`src/design/kps_pkg.sv`:
```
// ----------------------------------------------------------------------------
// kps_pkg
// Shared constants, action codes and beat, command and status types for the
// order-statistic count tree.
// ----------------------------------------------------------------------------
`default_nettype none

package kps_pkg;

  // Tree geometry: a full binary tree over LEAVES slots, heap-indexed from 1.
  localparam int LEAVES = 1024;
  localparam int LEVELS = 10;
  localparam int NODES  = 2 * LEAVES;
  localparam int NODE_W = LEVELS + 1;
  localparam int LVL_W  = 4;

  // Field widths.
  localparam int ACT_W  = 2;
  localparam int RANK_W = 11;
  localparam int SLOT_W = 10;
  localparam int CNT_W  = 11;

  // Action codes.
  localparam logic [ACT_W-1:0] ACT_RESTART = 2'd0;
  localparam logic [ACT_W-1:0] ACT_SELECT  = 2'd1;
  localparam logic [ACT_W-1:0] ACT_REMOVE  = 2'd2;

  typedef struct packed {
    logic [ACT_W-1:0]  action;
    logic [RANK_W-1:0] rank;
    logic [SLOT_W-1:0] position;
  } kps_in_t;

  typedef struct packed {
    logic              found;
    logic [SLOT_W-1:0] slot;
    logic [CNT_W-1:0]  remaining;
  } kps_out_t;

  // Commands from the controller to the datapath.
  typedef struct packed {
    logic latch;
    logic build;
    logic sel_rd;
    logic sel_step;
    logic rm_rd;
    logic rm_chk;
    logic rm_dec;
    logic emit;
  } kps_cmd_t;

  // Status from the datapath to the controller.
  typedef struct packed {
    logic [ACT_W-1:0] act;
    logic             sel_ok;
    logic             sel_last;
    logic             leaf_present;
    logic             rm_last;
    logic             build_last;
  } kps_status_t;

endpackage

`default_nettype wire

```
`src/design/kps_controller.sv`:
```
// ----------------------------------------------------------------------------
// kps_controller
// Sequencer for restart, select and remove on the count tree.
// ----------------------------------------------------------------------------
`default_nettype none

module kps_controller (
  input  logic                 clk_i,
  input  logic                 rst_ni,
  input  logic                 start_i,
  input  kps_pkg::kps_status_t status_i,
  output kps_pkg::kps_cmd_t    cmd_o,
  output logic                 busy_o,
  output logic                 res_valid_o
);

  localparam logic [2:0] S_IDLE   = 3'd0;
  localparam logic [2:0] S_BUILD  = 3'd1;
  localparam logic [2:0] S_SEL_RD = 3'd2;
  localparam logic [2:0] S_SEL    = 3'd3;
  localparam logic [2:0] S_RM_RD  = 3'd4;
  localparam logic [2:0] S_RM_CHK = 3'd5;
  localparam logic [2:0] S_RM_DEC = 3'd6;
  localparam logic [2:0] S_DONE   = 3'd7;

  logic [2:0] state_q, state_d;
  logic       res_valid_q;

  assign busy_o      = state_q != S_IDLE;
  assign res_valid_o = res_valid_q;

  always_comb begin
    state_d = state_q;
    cmd_o   = '0;
    unique case (state_q)
      S_IDLE: begin
        if (start_i) begin
          cmd_o.latch = 1'b1;
          unique case (status_i.act)
            kps_pkg::ACT_RESTART: state_d = S_BUILD;
            kps_pkg::ACT_SELECT:  state_d = status_i.sel_ok ? S_SEL_RD : S_DONE;
            kps_pkg::ACT_REMOVE:  state_d = S_RM_RD;
            default:              state_d = S_DONE;
          endcase
        end
      end
      S_BUILD: begin
        cmd_o.build = 1'b1;
        if (status_i.build_last) begin
          state_d = S_DONE;
        end
      end
      S_SEL_RD: begin
        cmd_o.sel_rd = 1'b1;
        state_d      = S_SEL;
      end
      S_SEL: begin
        cmd_o.sel_step = 1'b1;
        if (status_i.sel_last) begin
          state_d = S_DONE;
        end
      end
      S_RM_RD: begin
        cmd_o.rm_rd = 1'b1;
        state_d     = S_RM_CHK;
      end
      S_RM_CHK: begin
        cmd_o.rm_chk = 1'b1;
        state_d      = status_i.leaf_present ? S_RM_DEC : S_DONE;
      end
      S_RM_DEC: begin
        cmd_o.rm_dec = 1'b1;
        if (status_i.rm_last) begin
          state_d = S_DONE;
        end
      end
      S_DONE: begin
        cmd_o.emit = 1'b1;
        state_d    = S_IDLE;
      end
      default: state_d = S_IDLE;
    endcase
  end

  always_ff @(posedge clk_i or negedge rst_ni) begin
    if (!rst_ni) begin
      state_q     <= S_IDLE;
      res_valid_q <= 1'b0;
    end else begin
      state_q     <= state_d;
      res_valid_q <= cmd_o.emit;
    end
  end

  // Every result beat stands alone: the strobe is never high in back-to-back cycles.
  a_single_strobe: assert property (@(posedge clk_i) disable iff (!rst_ni)
    res_valid_q |=> !res_valid_q)
    else $error("result strobe held for more than one cycle");

  // A select with an out-of-range rank goes straight to the result.
  a_reject_select: assert property (@(posedge clk_i) disable iff (!rst_ni)
    (state_q == S_IDLE && start_i && status_i.act == kps_pkg::ACT_SELECT
     && !status_i.sel_ok) |=> (state_q == S_DONE))
    else $error("rejected select did not finish at once");

endmodule

`default_nettype wire
```
`config.mk`:
```
export PLATFORM = sky130hd
export DESIGN_NAME = kps_controller
export DESIGN_NICKNAME = d
export VERILOG_FILES = /design/src/design/kps_pkg.sv /design/src/design/kps_controller.sv
export SDC_FILE = /design/constraint.sdc
export NUM_CORES = 1
export LEC_CHECK = 0
export BUFFER_PORTS_ARGS = -buffer_cell sky130_fd_sc_hd__buf_2
export CELL_PAD_IN_SITES_DETAIL_PLACEMENT = 1
export CELL_PAD_IN_SITES_GLOBAL_PLACEMENT = 1
export CORE_MARGIN = 3
export CORE_UTILIZATION = 23
export CTS_CLUSTER_SIZE = 25
export DETAILED_ROUTE_END_ITERATION = 8
export GPL_TIMING_DRIVEN = 0
export PLACE_DENSITY = 0.74
export SETUP_SLACK_MARGIN = 0.4
export SLEW_MARGIN = 20
export SYNTH_ARGS = -nofsm -noshare
export SYNTH_HDL_FRONTEND = slang
export SYNTH_SLANG_ARGS = --single-unit
```
`constraint.sdc`:
```
create_clock -name clk_i -period 1.6 [get_ports clk_i]
set_clock_uncertainty 0.15 [all_clocks]
set_input_delay 0.24 -clock clk_i [delete_from_list [all_inputs] [get_ports clk_i]]
set_output_delay 0.24 -clock clk_i [all_outputs]
set_load 0.01 [all_outputs]
```
======== Word-level counts from Yosys, hierarchy flattened ========
Index checks and enable logic that the tools add are counted.
word-level totals
  register bits ........................... 4
  bits in latches ......................... 0
  memory bits (writable) .................. 0
  memory bits (read-only) ................. 0
  input port bits ......................... 10
  logic and storage cells ................. 36
  memories kept ........................... 0
operators by class
  add/sub/neg operators ................... 0
  $mul .................................... 0
  divide/modulo/power cells ............... 0
  magnitude comparators ................... 0
  eq/ne operators ......................... 13
  shift operators ......................... 0
  multiplexer cells ....................... 17
  bitwise operators ....................... 0
  reductions and logical operators ........ 4
operator list
  cell                number
  $pmux 3 s8          1
  $mux 3              5
  $eq 3x3->1 const B  4
  $mux 1              10
  $pmux 3 s3          1
  $ne 2x2->1 const B  4
  $eq 3x2->1 const B  2
  $reduce_and 4->1    1
  $eq 3x1->1 const B  1
  $logic_not 3->1     1
  $reduce_bool 3->1   1
  $eq 2x1->1 const B  1
  $eq 2x2->1 const B  1
  $logic_not 2->1     1

======== Depth between registers and ports, before layout ========
Gate-level depths: netlist of the first run.
  depth after elaboration ................. 4
  gate-level depth with buffers ........... 5
  gate-level depth less buffers ........... 4

======== Least setup slack after synthesis of the first run ========
No wires, ideal clock.
  kind .................................... register -> register
  from .................................... reg state_q[0]
  to ...................................... reg state_q[0]
  arrival ................................. 1278 ps
  required time ........................... 1325 ps
  slack ................................... 47 ps
  cell stages (with the launch flop) ...... 6
  path buffers ............................ 1
  period minus slack after synthesis ...... 1553 ps
  path through ............................ dfrtp_1 buf_6 nor2b_2 a2111oi_2 a21o_1 mux2_4
on the way
  word-level cells in the longest chain between the ends .. 3
ends and longest elaborated chain
  what                                      RTL line              RTL
  from (decl)                               kps_controller.sv:26  logic [2:0] state_q, state_d;
  from (signal assigned)                    kps_controller.sv:90  state_q <= state_d;
  $eq 3x2->1, or another cell as far along  kps_controller.sv:35  unique case (state_q)
  $ne 2x2->1 (no source line)               n/a
  $reduce_and 4->1 (no source line)         n/a
Parallel ways exist; a longest one is shown, timed or not.
A chain may end at the register's enable or synchronous reset.

======== Worst setup path in the final report of the first run ========
  from .................................... reg state_q[2]
  to ...................................... reg state_q[0]
Same word-level chain as after synthesis.

==> flow_summary.ini, run 1 <==
[logic_synthesis]
synthFlopType = dfrtp_1
syn_area_um2 = 311.5
syn_nets = 48
synth-edff-count = 0
synth.distinct_cells = 23
synth_async_sr_flop_share_pct = 100.0
synth-seq-area-share_pct = 32.13
syn_inst = 38
avgSynthCellArea_um2 = 8.199
synth_seq_cells = 4
ys_warn_count = 0

[power]
power.internal_uw = 785.5
p_leak_nw = 0.3401
ir_drop_uv = 624.6
p_sw_share_pct = 41.69
power_mw = 1.347
clockPowerShare_pct = 10.2
p_per_area_mw_per_mm2 = 2047
p_seq_share_pct = 16.3
pwr-share-comb_pct = 73.5
p_sw_uw = 561.7

[floorplan]
ios = 20
start_util_pct = 26.27
dieArea_mm2 = 0.001832
die_h_um = 42.81
dieWidth_um = 42.81
core_region_area_mm2 = 0.001186
rows = 12

[route]
initialDrtViolationCount = 1
routed-via-count = 412
firstDrtPassIters = 2
wl_mm = 1.232
route.detailed.drc = 0
wl_per_cell_um = 13.69
drtAntennaViolNets = 0
viasPerCell = 4.578

[timing]
hold_viol = 0
min_period_ns = 1.662
worstMarginPinSlew_ns = 0.3920
rsz0062_at_grt = true
layout_setup_ws_ns = -0.06195
relSlewSlack_pct = 73.53
slew_violations = 0
fmax_mhz = 601.7
fin_crit_sh_pct = 103.9
final-setup-viol-count = 4

[clocking]
worst_skew_pair.late_latency_ns = 0.24
clock_sinks = 4
cts_tree = built
htree_levels = 1
numCtsBuffers = 3
clk_pin_slew_ns = 0.05
cts_root_buf = clkbuf_4
clock_path_buffers = 2

[global_routing]
grt_pass1_vias = 431
grt_use_total_pct = 12.53
grt_overflow_total = 0
antenna_found_initial = 0
grt_pass1_wl_mm = 1.780
grt_max_degree = 11

[finish]
stdcell_area_um2 = 658.1
final_nets = 87
mostFrequentLayoutCell = buf_2
fin_cells = 90
drive_above_1_share_pct = 69.74
final_cell_mix = buf_2 (19), buf_4 (11), nor2_1 (6)
diodes = 0
nFillCells = 145
utilization_pct = 55.49
syn_to_final_growth_pct = 111.2

[status]
status = complete, but fails checks
violations = setup timing

[worst_setup_path]
cp.required_ns = 1.56
crit_type = register to register
cp_max_fo = 8
setup.worst_path.end_class = register
critical_path_arrival_ns = 1.62
rrSetupSlack_ns = -0.06
cp-start-kind = register

[run]
drv_cap = 0

[place]
placed_cells = 71
io_buffers = 19
gp_congestion = 0.6807
dpl_cell_area_um2 = 445.4
dp_hpwl_um = 695.6
place_ws_ns = -0.01851

[min_path]
hold_path_class = input pin to register
-- layer usage --
| layer | vias up | wire, um | track usage, % |
|---|---|---|---|
| met5 | - | 0 | 0 |
| met4 | 0 | 29 | 3.106 |
| met3 | 4 | 60 | 2.966 |
| met2 | 11 | 601 | 23.35 |
| met1 | 191 | 541 | 13.89 |
| li1 | 206 | - | - |
-- area by class of cell --
cell class                 count  area [um2]  area share [%]
tap                           14       17.52           2.662
timing repair buffer          34       221.5           33.65
buffer                         2       22.52           3.422
clock buffer                   4       26.28           3.992
sequential                     4       101.3           15.40
inverter                       3       11.26           1.711
multi-input combinational     29       257.7           39.16
-- path summary, 6_finish.rpt --
kind,from,endpoint,cells past startpoint
worst max-delay path,state_q[2],state_q[0],4
worst min-delay path,status_i[1],state_q[2],2
worst max register to register,state_q[2],state_q[0],4
worst min register to register,state_q[0],state_q[0],2
max in group asynchronous,rst_ni,state_q[2],2
min in group asynchronous,rst_ni,res_valid_o,2
-- worst max-delay path, stage by stage, from the launching register on --
cell and delay (ns):
dfrtp_2 0.49, or2b_4 0.30, o22ai_2 0.11, a21o_1 0.18, mux2_4 0.31
-- Yosys cell counts (3+ instances only) --
cell     count  area, um2
dfrtp_1      4      100.1
inv_1        3      11.26
nor2_1       8      30.03
nor3_1       4      20.02
-- kinds of logic (layout without fill, tap and decap cells) --
logic type             count (synthesis)  count (layout)  synth area share [%]
AND/OR/NAND/NOR                       21              21                 36.15
flip-flops                             4               4                 32.13
multiplexers                           1               1                 4.818
buffers and inverters                  5              43                 8.833
AO/OA/AOI/OAI                          7               7                 18.07
-- sequential cells by signal, summed over array words and instances (netlist names) --
signal and count:
res_valid_o 1, state_q 3
-- power groups by stage --
stage          Sequential [mW]  Combinational [mW]  Clock, mW
2_1_floorplan            0.200               0.415          0
3_3_place_gp             0.206               0.567          0
3_5_place_dp             0.208               0.573          0
4_1_cts                  0.209               0.788      0.139
5_1_grt                  0.228                1.07      0.147
6_report                 0.219               0.990      0.137
-- per-stage QoR --
stage	setup TNS (ns)	hold slack [ns]
floorplan	0	-0.2056
global placement	-0.01726	-0.1042
detailed placement	-0.01851	-0.1005
CTS	-0.09115	0.07649
global route	-0.5768	0.07613
finish	-0.1587	0.08485
-- repair_timing --
action	4_1_cts	5_1_grt
cloned	0	1
gates resized for setup	9	10
setup buffers	7	6
pin swaps	4	6
hold endpoints to repair	4	0
setup endpoints to repair	12	12
hold buffers	1	0
No activity file was read; power rests on OpenSTA's default activity.
==> run 2: changes to the inputs <==
--- a/config.mk
+++ b/config.mk
@@ -8,12 +8,14 @@
 export BUFFER_PORTS_ARGS = -buffer_cell sky130_fd_sc_hd__buf_2
 export CELL_PAD_IN_SITES_DETAIL_PLACEMENT = 1
 export CELL_PAD_IN_SITES_GLOBAL_PLACEMENT = 1
-export CORE_MARGIN = 3
-export CORE_UTILIZATION = 23
+export CORE_AREA = 3 3 40 42
+export CTS_BUF_LIST = sky130_fd_sc_hd__clkbuf_2
 export CTS_CLUSTER_SIZE = 25
 export DETAILED_ROUTE_END_ITERATION = 8
+export DIE_AREA = 0 0 43 45
 export GPL_TIMING_DRIVEN = 0
-export PLACE_DENSITY = 0.74
+export PLACE_DENSITY = 0.75
+export RECOVER_POWER = 25
 export SETUP_SLACK_MARGIN = 0.4
 export SLEW_MARGIN = 20
 export SYNTH_ARGS = -nofsm -noshare
==> flow_summary.ini, run 2 (synthesis results as in run 1) <==
[status]
status = complete, but fails checks
violations = setup timing

[finish]
syn_to_final_growth_pct = 110.0
top_register = state_q
final_nets = 86
largest_register_ff_count = 3
nFillCells = 171
multi_input_area_um2 = 261.5
drive_above_1_share_pct = 69.33
utilization_pct = 50.93
mostFrequentLayoutCell = buf_2
regArea_um2 = 101.3
fin_cells = 90
final_cell_mix = buf_2 (18), buf_4 (9), buf_6 (6), nor2_1 (6), clkbuf_2 (4)
diodes = 0

[power]
p_per_area_mw_per_mm2 = 2024
ir_drop_uv = 798.0
p_leak_nw = 0.3360
power_mw = 1.325

[worst_setup_path]
critPathTopFamily = compound AO/OA/AOI/OAI gates
cp_max_fo = 4
cp_slowest_cell = dfrtp_1
worstPathCellList = buf_2, a2111oi_4, a21o_1, mux2_4
r2r_start = state_q[0]
setup.worst_path.end_class = register
reg2reg_depth = 4
rrSetupSlack_ns = -0.06
regToRegEndpoint = state_q[0]
cp-start-kind = register
cp.required_ns = 1.53
critical_path_arrival_ns = 1.59
crit_type = register to register
path_depth = 4
max_stage_delay_ns = 0.38
crit_buf_inv = 1

[floorplan]
rows = 13
dieWidth_um = 43
dieArea_mm2 = 0.001935
core_region_area_mm2 = 0.001285
ios = 20
die_h_um = 45
start_util_pct = 24.25

[min_path]
min_from = status_i[1]
min_to = state_q[2]
whs_path_depth = 2
hold_path_class = input pin to register

[clocking]
htree_levels = 1
cts_root_buf = clkbuf_2
numCtsBuffers = 3
clock_sinks = 4
clk_pin_slew_ns = 0.05
cts_tree = built
worst_skew_pair.late_latency_ns = 0.20
clock_path_buffers = 2

[timing]
rsz0062_at_grt = true
relSlewSlack_pct = 80.86
final-setup-viol-count = 1
fin_crit_sh_pct = 103.4
fmax_mhz = 604.2
min_period_ns = 1.655
worstMarginPinSlew_ns = 0.2840
layout_setup_ws_ns = -0.05515
hold_viol = 0
slew_violations = 0

[route]
route.detailed.drc = 0
initialDrtViolationCount = 1
wl_per_cell_um = 13.72
drtAntennaViolNets = 0
route.met2.wl_um = 693
routed-via-count = 427
dr_wl_met3_um = 81
top_layer = met3
firstDrtPassIters = 4
wl_mm = 1.235
viasPerCell = 4.744
met1_length_um = 460

[place]
gp_congestion = 0.6675
placed_cells = 72
io_buffers = 19
dp_hpwl_um = 657.8

[global_routing]
antenna_found_initial = 0
grt_use_total_pct = 14.29
grt_pass1_wl_mm = 2.035
grt_overflow_total = 0
grt_max_degree = 8
grt_pass1_vias = 456

[run]
drv_cap = 0
==> run 2: cell count changes in the layout (fill, tap and decap cells not counted), sizes merged <==
cell | previous run | this run
clkbuf | 4 | 5
buf | 35 | 33
==> run 2: timing repair <==
action / CTS / global route
setup buffers: 11 / 1
resized for setup: 14 / 5
hold buffers: 1 / 0
cloned: 1 / 0
pin swaps: 5 / 1
endpoints found under the hold margin: 4 / 0
setup endpoints to repair: 12 / 13
==> run 2: how the worst max path moves through the flow <==
stage	start	endpoint	slack, ns
6_report	state_q[0]	state_q[0]	-0.06
5_1_grt	state_q[0]	state_q[0]	-0.09
4_1_cts	state_q[0]	state_q[0]	-0.02
3_5_place_dp	state_q[1]	state_q[0]	-0.04
3_3_place_gp	state_q[2]	state_q[0]	-0.01
2_1_floorplan	state_q[0]	state_q[0]	0.06
==> run 2: layout make-up <==
class,count,area share (%)
Multi-Input combinational cell,29,39.96
Timing Repair Buffer,33,33.08
Sequential cell,4,15.49
Buffer,2,3.442
Clock buffer,4,3.059
Tap cell,15,2.868
Inverter,3,2.103
==> run 2: metal layers <==
metal	track usage (%)	vias to the layer above
met5	0	-
met4	3.614	0
met3	2.789	0
met2	27.54	16
met1	16.06	207
li1	-	204
==> run 2: per-stage QoR <==
step           hold WS, ns  cell area (um2)  TNS [ns]  setup WS, ns
2_1_floorplan      -0.2056            332.8         0       0.06435
3_3_place_gp       -0.1047            446.7  -0.01098      -0.01098
3_5_place_dp       -0.1043            446.7  -0.03595      -0.03595
4_1_cts             0.1099            623.1  -0.01983      -0.01983
5_1_grt             0.1093            654.4   -0.3746      -0.09395
6_report            0.1189            654.4  -0.05515      -0.05515
==> run 2: power by group <==
part / leakage [nW] / switching [mW] / total [mW] / internal (mW)
registers: 0.0451 / 0.0607 / 0.213 / 0.153
clock network: 0.0166 / 0.0387 / 0.105 / 0.0661
logic: 0.274 / 0.473 / 1.01 / 0.533
